==> config.mk <==
export PLATFORM = sky130hd
export DESIGN_NAME = gradient_colormap_interpolator_core
export DESIGN_NICKNAME = d
export VERILOG_FILES = /design/src/rtl/gcmi_pkg.sv /design/src/rtl/gcmi_knots.sv /design/src/rtl/gcmi_ctrl.sv /design/src/rtl/gcmi_dp.sv /design/src/rtl/gradient_colormap_interpolator_core.sv
export SDC_FILE = /design/constraint.sdc
export NUM_CORES = 2
export LEC_CHECK = 0
export BUFFER_PORTS_ARGS = -buffer_cell sky130_fd_sc_hd__clkbuf_2
export CORE_MARGIN = 2
export CORE_UTILIZATION = 40
export DETAILED_ROUTE_END_ITERATION = 12
export SLEW_MARGIN = 20
export SYNTH_ARGS = -nofsm -noshare
export SYNTH_HDL_FRONTEND = slang
export SYNTH_HIERARCHICAL = 1
export SYNTH_SLANG_ARGS = --single-unit
export TNS_END_PERCENT = 50
==> constraint.sdc <==
create_clock -name clk -period 15.08 [get_ports clk]
set_clock_uncertainty 0.05 [all_clocks]
set_input_delay 3.016 -clock clk [delete_from_list [all_inputs] [get_ports clk]]
set_output_delay 3.016 -clock clk [all_outputs]
set_load 0.01 [all_outputs]
==> src/rtl/gcmi_pkg.sv <==
package gcmi_pkg;

  localparam int KNOT_SLOTS = 8;
  localparam int KIDX_W     = 3;
  localparam int KNOT_W     = 40;
  localparam int POS_W      = 16;
  localparam int CH_W       = 8;
  localparam int CH_COUNT   = 3;
  localparam int BIT_W      = 3;
  localparam int PROD_W     = 26;
  localparam int NUM_W      = 27;
  localparam int REM_W      = 24;
  localparam int COLOR_W    = 32;

  localparam logic [CH_W-1:0]   ALPHA_OPAQUE   = 8'hFF;
  localparam logic [CH_W-1:0]   CH_MAX         = 8'hFF;
  localparam logic [KNOT_W-1:0] KNOT_FIRST_RST = 40'h00_0000_0000;
  localparam logic [KNOT_W-1:0] KNOT_REST_RST  = 40'hFF_FFFF_FFFF;
  localparam logic [BIT_W-1:0]  BIT_TOP        = 3'd7;

  typedef enum logic [2:0] {
    S_IDLE,
    S_SEARCH,
    S_MUL,
    S_DIV_INIT,
    S_DIV,
    S_DONE
  } state_t;

  typedef struct packed {
    logic             start;
    logic             search;
    logic             last;
    logic             mul;
    logic             div_init;
    logic             div_step;
    logic [BIT_W-1:0] bit_idx;
    logic             out_load;
  } ctrl_cmd_t;

  typedef struct packed {
    logic hit;
  } dp_status_t;

  function automatic logic [POS_W-1:0] knot_pos(logic [KNOT_W-1:0] k);
    return k[KNOT_W-1 -: POS_W];
  endfunction

  function automatic logic [CH_W-1:0] knot_chan(logic [KNOT_W-1:0] k, int unsigned c);
    return k[CH_W*(CH_COUNT-1-c) +: CH_W];
  endfunction

endpackage

==> src/rtl/gcmi_knots.sv <==
module gcmi_knots (
  input  logic                           clk,
  input  logic                           rst,
  input  logic                           cfg_write,
  input  logic [gcmi_pkg::KIDX_W-1:0]    cfg_index,
  input  logic [gcmi_pkg::KNOT_W-1:0]    cfg_data,
  input  logic [gcmi_pkg::KIDX_W-1:0]    rd_addr,
  output logic [gcmi_pkg::KNOT_W-1:0]    rd_data
);
  import gcmi_pkg::*;

  logic [KNOT_W-1:0] knot [KNOT_SLOTS];

  always_ff @(posedge clk) begin
    if (rst) begin
      for (int i = 0; i < KNOT_SLOTS; i++) begin
        knot[i] <= (i == 0) ? KNOT_FIRST_RST : KNOT_REST_RST;
      end
    end else if (cfg_write) begin
      knot[cfg_index] <= cfg_data;
    end
  end

  assign rd_data = knot[rd_addr];

endmodule

==> src/rtl/gcmi_ctrl.sv <==
module gcmi_ctrl #(
  parameter int KNOT_COUNT = 8
) (
  input  logic                         clk,
  input  logic                         rst,
  input  logic                         in_valid,
  output logic                         in_ready,
  output logic                         out_valid,
  input  logic                         out_ready,
  output logic [gcmi_pkg::KIDX_W-1:0]  rd_addr,
  output gcmi_pkg::ctrl_cmd_t          cmd,
  input  gcmi_pkg::dp_status_t         status
);
  import gcmi_pkg::*;

  localparam logic [KIDX_W-1:0] LAST_IDX = KIDX_W'(KNOT_COUNT - 1);

  state_t            state, state_next;
  logic [KIDX_W-1:0] knot_idx;
  logic [BIT_W-1:0]  bit_idx;

  always_comb begin
    state_next = state;
    unique case (state)
      S_IDLE:     if (in_valid) state_next = S_SEARCH;
      S_SEARCH:   if (status.hit || knot_idx == LAST_IDX) state_next = S_MUL;
      S_MUL:      state_next = S_DIV_INIT;
      S_DIV_INIT: state_next = S_DIV;
      S_DIV:      if (bit_idx == '0) state_next = S_DONE;
      S_DONE:     if (!out_valid || out_ready) state_next = S_IDLE;
      default:    state_next = S_IDLE;
    endcase
  end

  always_comb begin
    cmd          = '0;
    in_ready     = 1'b0;
    rd_addr      = '0;
    cmd.bit_idx  = bit_idx;
    cmd.last     = (knot_idx == LAST_IDX);
    unique case (state)
      S_IDLE: begin
        in_ready  = 1'b1;
        cmd.start = in_valid;
      end
      S_SEARCH: begin
        rd_addr    = knot_idx;
        cmd.search = 1'b1;
      end
      S_MUL:      cmd.mul = 1'b1;
      S_DIV_INIT: cmd.div_init = 1'b1;
      S_DIV:      cmd.div_step = 1'b1;
      S_DONE:     cmd.out_load = !out_valid || out_ready;
      default: ;
    endcase
  end

  always_ff @(posedge clk) begin
    if (rst) begin
      state     <= S_IDLE;
      knot_idx  <= '0;
      bit_idx   <= '0;
      out_valid <= 1'b0;
    end else begin
      state <= state_next;
      if (cmd.start) begin
        knot_idx <= KIDX_W'(1);
      end else if (cmd.search) begin
        knot_idx <= knot_idx + KIDX_W'(1);
      end
      if (cmd.div_init) begin
        bit_idx <= BIT_TOP;
      end else if (cmd.div_step) begin
        bit_idx <= bit_idx - BIT_W'(1);
      end
      if (cmd.out_load) begin
        out_valid <= 1'b1;
      end else if (out_ready) begin
        out_valid <= 1'b0;
      end
    end
  end

endmodule

==> src/rtl/gcmi_dp.sv <==
module gcmi_dp (
  input  logic                         clk,
  input  logic [7:0]                   palette_index,
  input  logic [gcmi_pkg::KNOT_W-1:0]  rd_data,
  input  gcmi_pkg::ctrl_cmd_t          cmd,
  output gcmi_pkg::dp_status_t         status,
  output logic [gcmi_pkg::COLOR_W-1:0] color_word
);
  import gcmi_pkg::*;

  logic [POS_W-1:0]  pos;
  logic [KNOT_W-1:0] knot_a, knot_a0, knot_b;
  logic [POS_W-1:0]  span;
  logic              span_pos;
  logic signed [NUM_W-1:0] num [CH_COUNT];
  logic [REM_W-1:0]  rem [CH_COUNT];
  logic [CH_W-1:0]   quo [CH_COUNT];
  logic [CH_COUNT-1:0] neg, sat;

  logic signed [POS_W:0] span_s, d_s;
  logic signed [CH_W:0]  ca_s [CH_COUNT];
  logic signed [CH_W:0]  diff_s [CH_COUNT];
  logic signed [PROD_W-1:0] prod_base [CH_COUNT];
  logic signed [PROD_W-1:0] prod_step [CH_COUNT];
  logic signed [NUM_W-1:0]  num_next [CH_COUNT];
  logic [REM_W-1:0]  span_top;
  logic [REM_W-1:0]  trial;
  logic [CH_W-1:0]   chan [CH_COUNT];

  assign status.hit = (pos >= knot_pos(knot_a)) && (pos <= knot_pos(rd_data));

  assign span_s   = $signed({1'b0, knot_pos(knot_b)}) - $signed({1'b0, knot_pos(knot_a)});
  assign d_s      = $signed({1'b0, pos}) - $signed({1'b0, knot_pos(knot_a)});
  assign span_top = {span, 8'd0};
  assign trial    = REM_W'({8'd0, span} << cmd.bit_idx);

  always_comb begin
    for (int c = 0; c < CH_COUNT; c++) begin
      ca_s[c]      = $signed({1'b0, knot_chan(knot_a, c)});
      diff_s[c]    = $signed({1'b0, knot_chan(knot_b, c)}) - ca_s[c];
      prod_base[c] = PROD_W'(ca_s[c]) * PROD_W'(span_s);
      prod_step[c] = PROD_W'(d_s) * PROD_W'(diff_s[c]);
      num_next[c]  = NUM_W'(prod_base[c]) + NUM_W'(prod_step[c]);
      if (!span_pos) begin
        chan[c] = knot_chan(knot_a, c);
      end else if (neg[c]) begin
        chan[c] = '0;
      end else if (sat[c]) begin
        chan[c] = CH_MAX;
      end else begin
        chan[c] = quo[c];
      end
    end
  end

  always_ff @(posedge clk) begin
    if (cmd.start) begin
      pos     <= {palette_index, palette_index};
      knot_a  <= rd_data;
      knot_a0 <= rd_data;
    end
    if (cmd.search) begin
      if (status.hit) begin
        knot_b <= rd_data;
      end else if (cmd.last) begin
        knot_a <= knot_a0;
        knot_b <= rd_data;
      end else begin
        knot_a <= rd_data;
      end
    end
    if (cmd.mul) begin
      span     <= span_s[POS_W-1:0];
      span_pos <= (span_s > 0);
      for (int c = 0; c < CH_COUNT; c++) num[c] <= num_next[c];
    end
    if (cmd.div_init) begin
      for (int c = 0; c < CH_COUNT; c++) begin
        neg[c] <= num[c][NUM_W-1];
        sat[c] <= (num[c] >= $signed({3'd0, span_top}));
        rem[c] <= num[c][REM_W-1:0];
        quo[c] <= '0;
      end
    end
    if (cmd.div_step) begin
      for (int c = 0; c < CH_COUNT; c++) begin
        if (rem[c] >= trial) begin
          rem[c]              <= rem[c] - trial;
          quo[c][cmd.bit_idx] <= 1'b1;
        end
      end
    end
    if (cmd.out_load) begin
      color_word <= {ALPHA_OPAQUE, chan[0], chan[1], chan[2]};
    end
  end

endmodule

==> src/rtl/gradient_colormap_interpolator_core.sv <==
// Piecewise-linear colormap: one palette index in, one opaque ARGB word out.
// Input channel in_valid/in_ready carries palette_index; the index sits at
// position index*257 on a 16-bit axis. Output channel out_valid/out_ready
// carries color_word (alpha 0xFF, red 23:16, green 15:8, blue 7:0).
// Knots are written through cfg_write/cfg_index/cfg_data, one 40-bit knot
// per write (position 39:24, then red, green, blue); write only while idle.
// One word is computed at a time. After acceptance the knot search examines
// knot pairs in order (1 to KNOT_COUNT-1 pairs), then follow a multiply
// step, a divider setup step and eight restoring-divider steps (one quotient
// bit each, three channels in parallel), then the output load. The next word
// is accepted once the controller has returned to idle after the output load.
// If the receiver stalls, the finished word holds in the output register and
// the block takes one more word, which waits before its output load until
// the held word is taken. Reset clears the controller, drops any output word,
// sets knot 0 to black at position 0 and all other knots to white at 0xFFFF.
module gradient_colormap_interpolator_core #(
  parameter int KNOT_COUNT = 8
) (
  input  logic                         clk,
  input  logic                         rst,
  input  logic                         in_valid,
  output logic                         in_ready,
  input  logic [7:0]                   palette_index,
  output logic                         out_valid,
  input  logic                         out_ready,
  output logic [gcmi_pkg::COLOR_W-1:0] color_word,
  input  logic                         cfg_write,
  input  logic [gcmi_pkg::KIDX_W-1:0]  cfg_index,
  input  logic [gcmi_pkg::KNOT_W-1:0]  cfg_data
);
  import gcmi_pkg::*;

  ctrl_cmd_t         cmd;
  dp_status_t        status;
  logic [KIDX_W-1:0] rd_addr;
  logic [KNOT_W-1:0] rd_data;

  gcmi_knots u_knots (
    .clk       (clk),
    .rst       (rst),
    .cfg_write (cfg_write),
    .cfg_index (cfg_index),
    .cfg_data  (cfg_data),
    .rd_addr   (rd_addr),
    .rd_data   (rd_data)
  );

  gcmi_ctrl #(
    .KNOT_COUNT (KNOT_COUNT)
  ) u_ctrl (
    .clk       (clk),
    .rst       (rst),
    .in_valid  (in_valid),
    .in_ready  (in_ready),
    .out_valid (out_valid),
    .out_ready (out_ready),
    .rd_addr   (rd_addr),
    .cmd       (cmd),
    .status    (status)
  );

  gcmi_dp u_dp (
    .clk           (clk),
    .palette_index (palette_index),
    .rd_data       (rd_data),
    .cmd           (cmd),
    .status        (status),
    .color_word    (color_word)
  );

endmodule

==> impl_results.md <==
* Die area at 171000 um2
* Minimum clock period at between 9000 and 10000 ps
* Worst endpoint required time at 15450 ps
* Post-DP HPWL at 147 mm
* Slew @ Worst Pin at 1190 ps
* Clock slew at reported path FFs at 60 ps
* CTS max path bufs at 3
* Largest family of logic cells by synthesized area: adder cells
* Post-Syn Area at 67100 um2
* DR pass1 iterations at 5
* Hold_sp: u_dp/quo[0][15]$_DFF_P_
* Netlist cell types at 86
* Area occupied by multi-input gates at 42000 um2
* Post-Place Worst Slack at 5480 ps
* Final setup vio count at 0
* Register area at 19700 um2
* TritonCTS clock tree: done
* Share of the synthesized area in the top cell type at 0.272
* CP endpoint kind: flip-flop
* CTS Buf Count at between 70 and 80
* Nets@finish at 7708
* Run status: completed
* Adder-cell share of the synthesized area at 0.344
* Synth Instances at 6320
* Setup CP Type: flip-flop to flip-flop
* Routed len/inst at 22.7 um
* Total Routing Usage GR at 0.232
* Avg Cell Area, Syn at 10.6 um2
* CP max stage cell: mux2i_1
* Routed Antenna Nets at 0
* Fin Setup TNS at 0 ps
* Simple-gate portion of the synthesized area at 0.134
* HP Class: flip-flop to flip-flop
* Yosys warns at 6
* Die Ht at 414 um
* Slew Viols, Final at 0
* Main synth FF type: edfxtp_1
* Fill cells at 15600
* FFs w/ async S/R, synth at 0
* Max incr delay on CP at between 900 and 1000 ps
* GRT overflow at 0
* Max-Cap Viols at 0
* Crit path max fanout at 21
* Area grow syn2layout at 8.69%
* Top cells by count, synth: 1175 x inv_1, 854 x fa_1, 608 x edfxtp_1
* Setup ws final at 5390 ps
* Post-synth top area cell: edfxtp_1
* Die X at 414 um
* Fraction of synthesized area in multiplexers at 0.0471
* Initial antenna violation count at 7
* Reg-to-reg slack, setup at 5390 ps
* Largest cells by area after synthesis: edfxtp_1 27%, fa_1 25%, ha_1 8.9%, inv_1 6.6%, nand3b_1 3.2%
* Synth Area in Compound Gates at 0.0687
* DR vias/cell at roughly 5.3
* RePlAce Congestion at 0.967
* Clk sinks at between 600 and 700
* Unrepaired setup endpoints after global routing: no
* DRC viols at 0
* Top cell by count, worst path: fa_1
* Slew HR at 0.199
* Fin crit share at 0.642
* Layout cells sized above 1 at 0.0714
* Seq/Total Area, Yosys at 0.294
* Register bit total from synthesis at 682
* Fmax at 103 MHz
* # hold bufs at CTS at 0
* Reg-to-reg critical path endpoint: u_dp/num[0][46]$_DFFE_PP_
* Post-synth EDFFs at 608
* Hold path depth at 2
* PostCTS Resize Cnt at 0
* H-tree levels at 3
* Final hold violation count at 0
* Skew-Pair Late Insertion Delay at 710 ps
* Global-route wire length before repair at 298 mm
* Clk root buf: clkbuf_16
* Largest net degree at the start of global routing at 90
* Reg2Reg Depth at 33
* Wirelength, routed at a little under 200 mm
* Core region area at 167000 um2
* Via count at 45800
* Hold worst-path end: u_dp/quo[0][15]$_DFF_P_
* # port buffers at 81
* Core Rows at 150
* Initial Util at 0.402
* Vias in the first global route at 48000
* Reg-to-reg critical path startpoint: u_dp/pos[8]$_DFFE_PP_
* Cell with the most instances after synthesis: inv_1
* Synth Area in XOR/XNOR at 0.0276
* Nature of the critical path startpoint: flip-flop
* Crit path arrival time at around 10000 ps
* Setup Buffers After CTS at 0
* Iteration-0 DRC Markers at 3562
* Post-layout util at 0.437
* I/O pins at 90
-- per-layer routing --
| metal | part of all wire | wire, um | GRT usage |
|---|---|---|---|
| met1 | 0.43 | 83100 | 0.311 |
| met2 | 0.46 | 90000 | 0.375 |
| met3 | 0.072 | 13900 | 0.0455 |
| met4 | 0.039 | 7540 | 0.0831 |
| met5 | 0.000067 | 13 | 0 |
-- final cells by class --
| cell class | instances | share of cell area |
|---|---|---|
| Clock buffer | 94 | 0.0287 |
| Tap cell | 2204 | 0.0378 |
| Sequential cell | 682 | 0.271 |
| Timing Repair Buffer | 203 | 0.0181 |
| Inverter | 1178 | 0.0606 |
| Antenna cell | 2 | 0.0000686 |
| Multi-Input combinational cell | 4177 | 0.576 |
| Clock inverter | 49 | 0.00834 |
-- critical path, delay by kind of cell (launching register included) --
kind,cells,cell delay (ps)
multiplexers,1,920
AND/OR/NAND/NOR,5,760
adder cells (fa/ha/maj),9,3840
flip-flops,1,410
XOR/XNOR,1,110
buffers and inverters,5,590
AO/OA/AOI/OAI,12,2690
-- stage by stage --
stage,cell area (um2),hold WS (ps),std cells
2_1_floorplan,67100,377,6327
3_3_place_gp,70200,400,8443
3_5_place_dp,70200,402,8444
4_1_cts,72900,411,8587
5_1_grt,72900,426,8588
6_report,72900,413,8589
-- placed cells by master (no fill, tap or decap), types with 10 or more instances in the layout --
master,Yosys,final
or3_1,12,12
o22ai_1,64,64
and3_1,53,53
clkinv_1,1,16
a21oi_1,206,204
o21ai_0,141,141
xor2_1,67,59
ha_1,478,478
clkbuf_2,2,81
o21bai_1,46,46
nand3b_1,285,285
mux4_1,80,80
nand2b_1,113,113
fa_1,854,854
xnor2_1,139,126
nor2b_1,51,49
nand4_1,26,26
and2_1,206,202
buf_4,13,122
mux2_2,44,44
o31ai_1,11,11
nor2_1,348,344
a21o_1,108,100
edfxtp_1,608,608
or2_2,10,10
mux2i_1,52,52
nor3_1,43,43
a211oi_1,10,10
dfxtp_1,74,74
nand3_1,30,29
o21a_1,42,41
inv_1,1175,1174
a31oi_1,16,16
clkbuf_16,0,79
xnor2_2,2,14
nand2_1,510,510
-- cell families (layout without fill, tap and decap cells) --
family,Yosys count,count (layout)
buffers and inverters,1468,1524
multiplexers,178,178
flip-flops,682,682
AND/OR/NAND/NOR,1723,1723
AO/OA/AOI/OAI,727,727
XOR/XNOR,209,209
adder cells (fa/ha/maj),1332,1332
other,1,10
-- sequential cells by signal, indices dropped and copies added (netlist names) --
| signal | flops |
|---|---|
| u_ctrl/bit_idx | 3 |
| u_dp/pos | 8 |
| u_dp/quo | 24 |
| u_ctrl/out_valid | 1 |
| u_dp/knot_b | 40 |
| u_dp/knot_a0 | 40 |
| u_dp/span_pos | 1 |
| u_dp/neg | 3 |
| u_dp/color_word | 24 |
| u_dp/rem | 72 |
| u_dp/num | 81 |
| u_dp/span | 16 |
| u_dp/knot_a | 40 |
| u_knots/knot | 320 |
| u_dp/sat | 3 |
| u_ctrl/knot_idx | 3 |
| u_ctrl/state | 3 |
-- worst max path at each step --
| stage | start | endpoint | cells past startpoint |
|---|---|---|---|
| after floorplan | u_ctrl/state[1]$_SDFFE_PP0P_ | u_dp/num[0][0]$_DFFE_PP_ | 2 |
| after global placement | u_dp/pos[8]$_DFFE_PP_ | u_dp/num[0][52]$_DFFE_PP_ | 33 |
| after detailed placement | u_dp/pos[8]$_DFFE_PP_ | u_dp/num[0][52]$_DFFE_PP_ | 33 |
| after CTS | u_dp/pos[8]$_DFFE_PP_ | u_dp/num[0][52]$_DFFE_PP_ | 33 |
| after global routing | u_dp/pos[8]$_DFFE_PP_ | u_dp/num[0][52]$_DFFE_PP_ | 33 |
| final | u_dp/pos[8]$_DFFE_PP_ | u_dp/num[0][46]$_DFFE_PP_ | 33 |
Power is not shown: default switching activity piles up to over one toggle a cycle in this logic, so the estimate is an artifact.
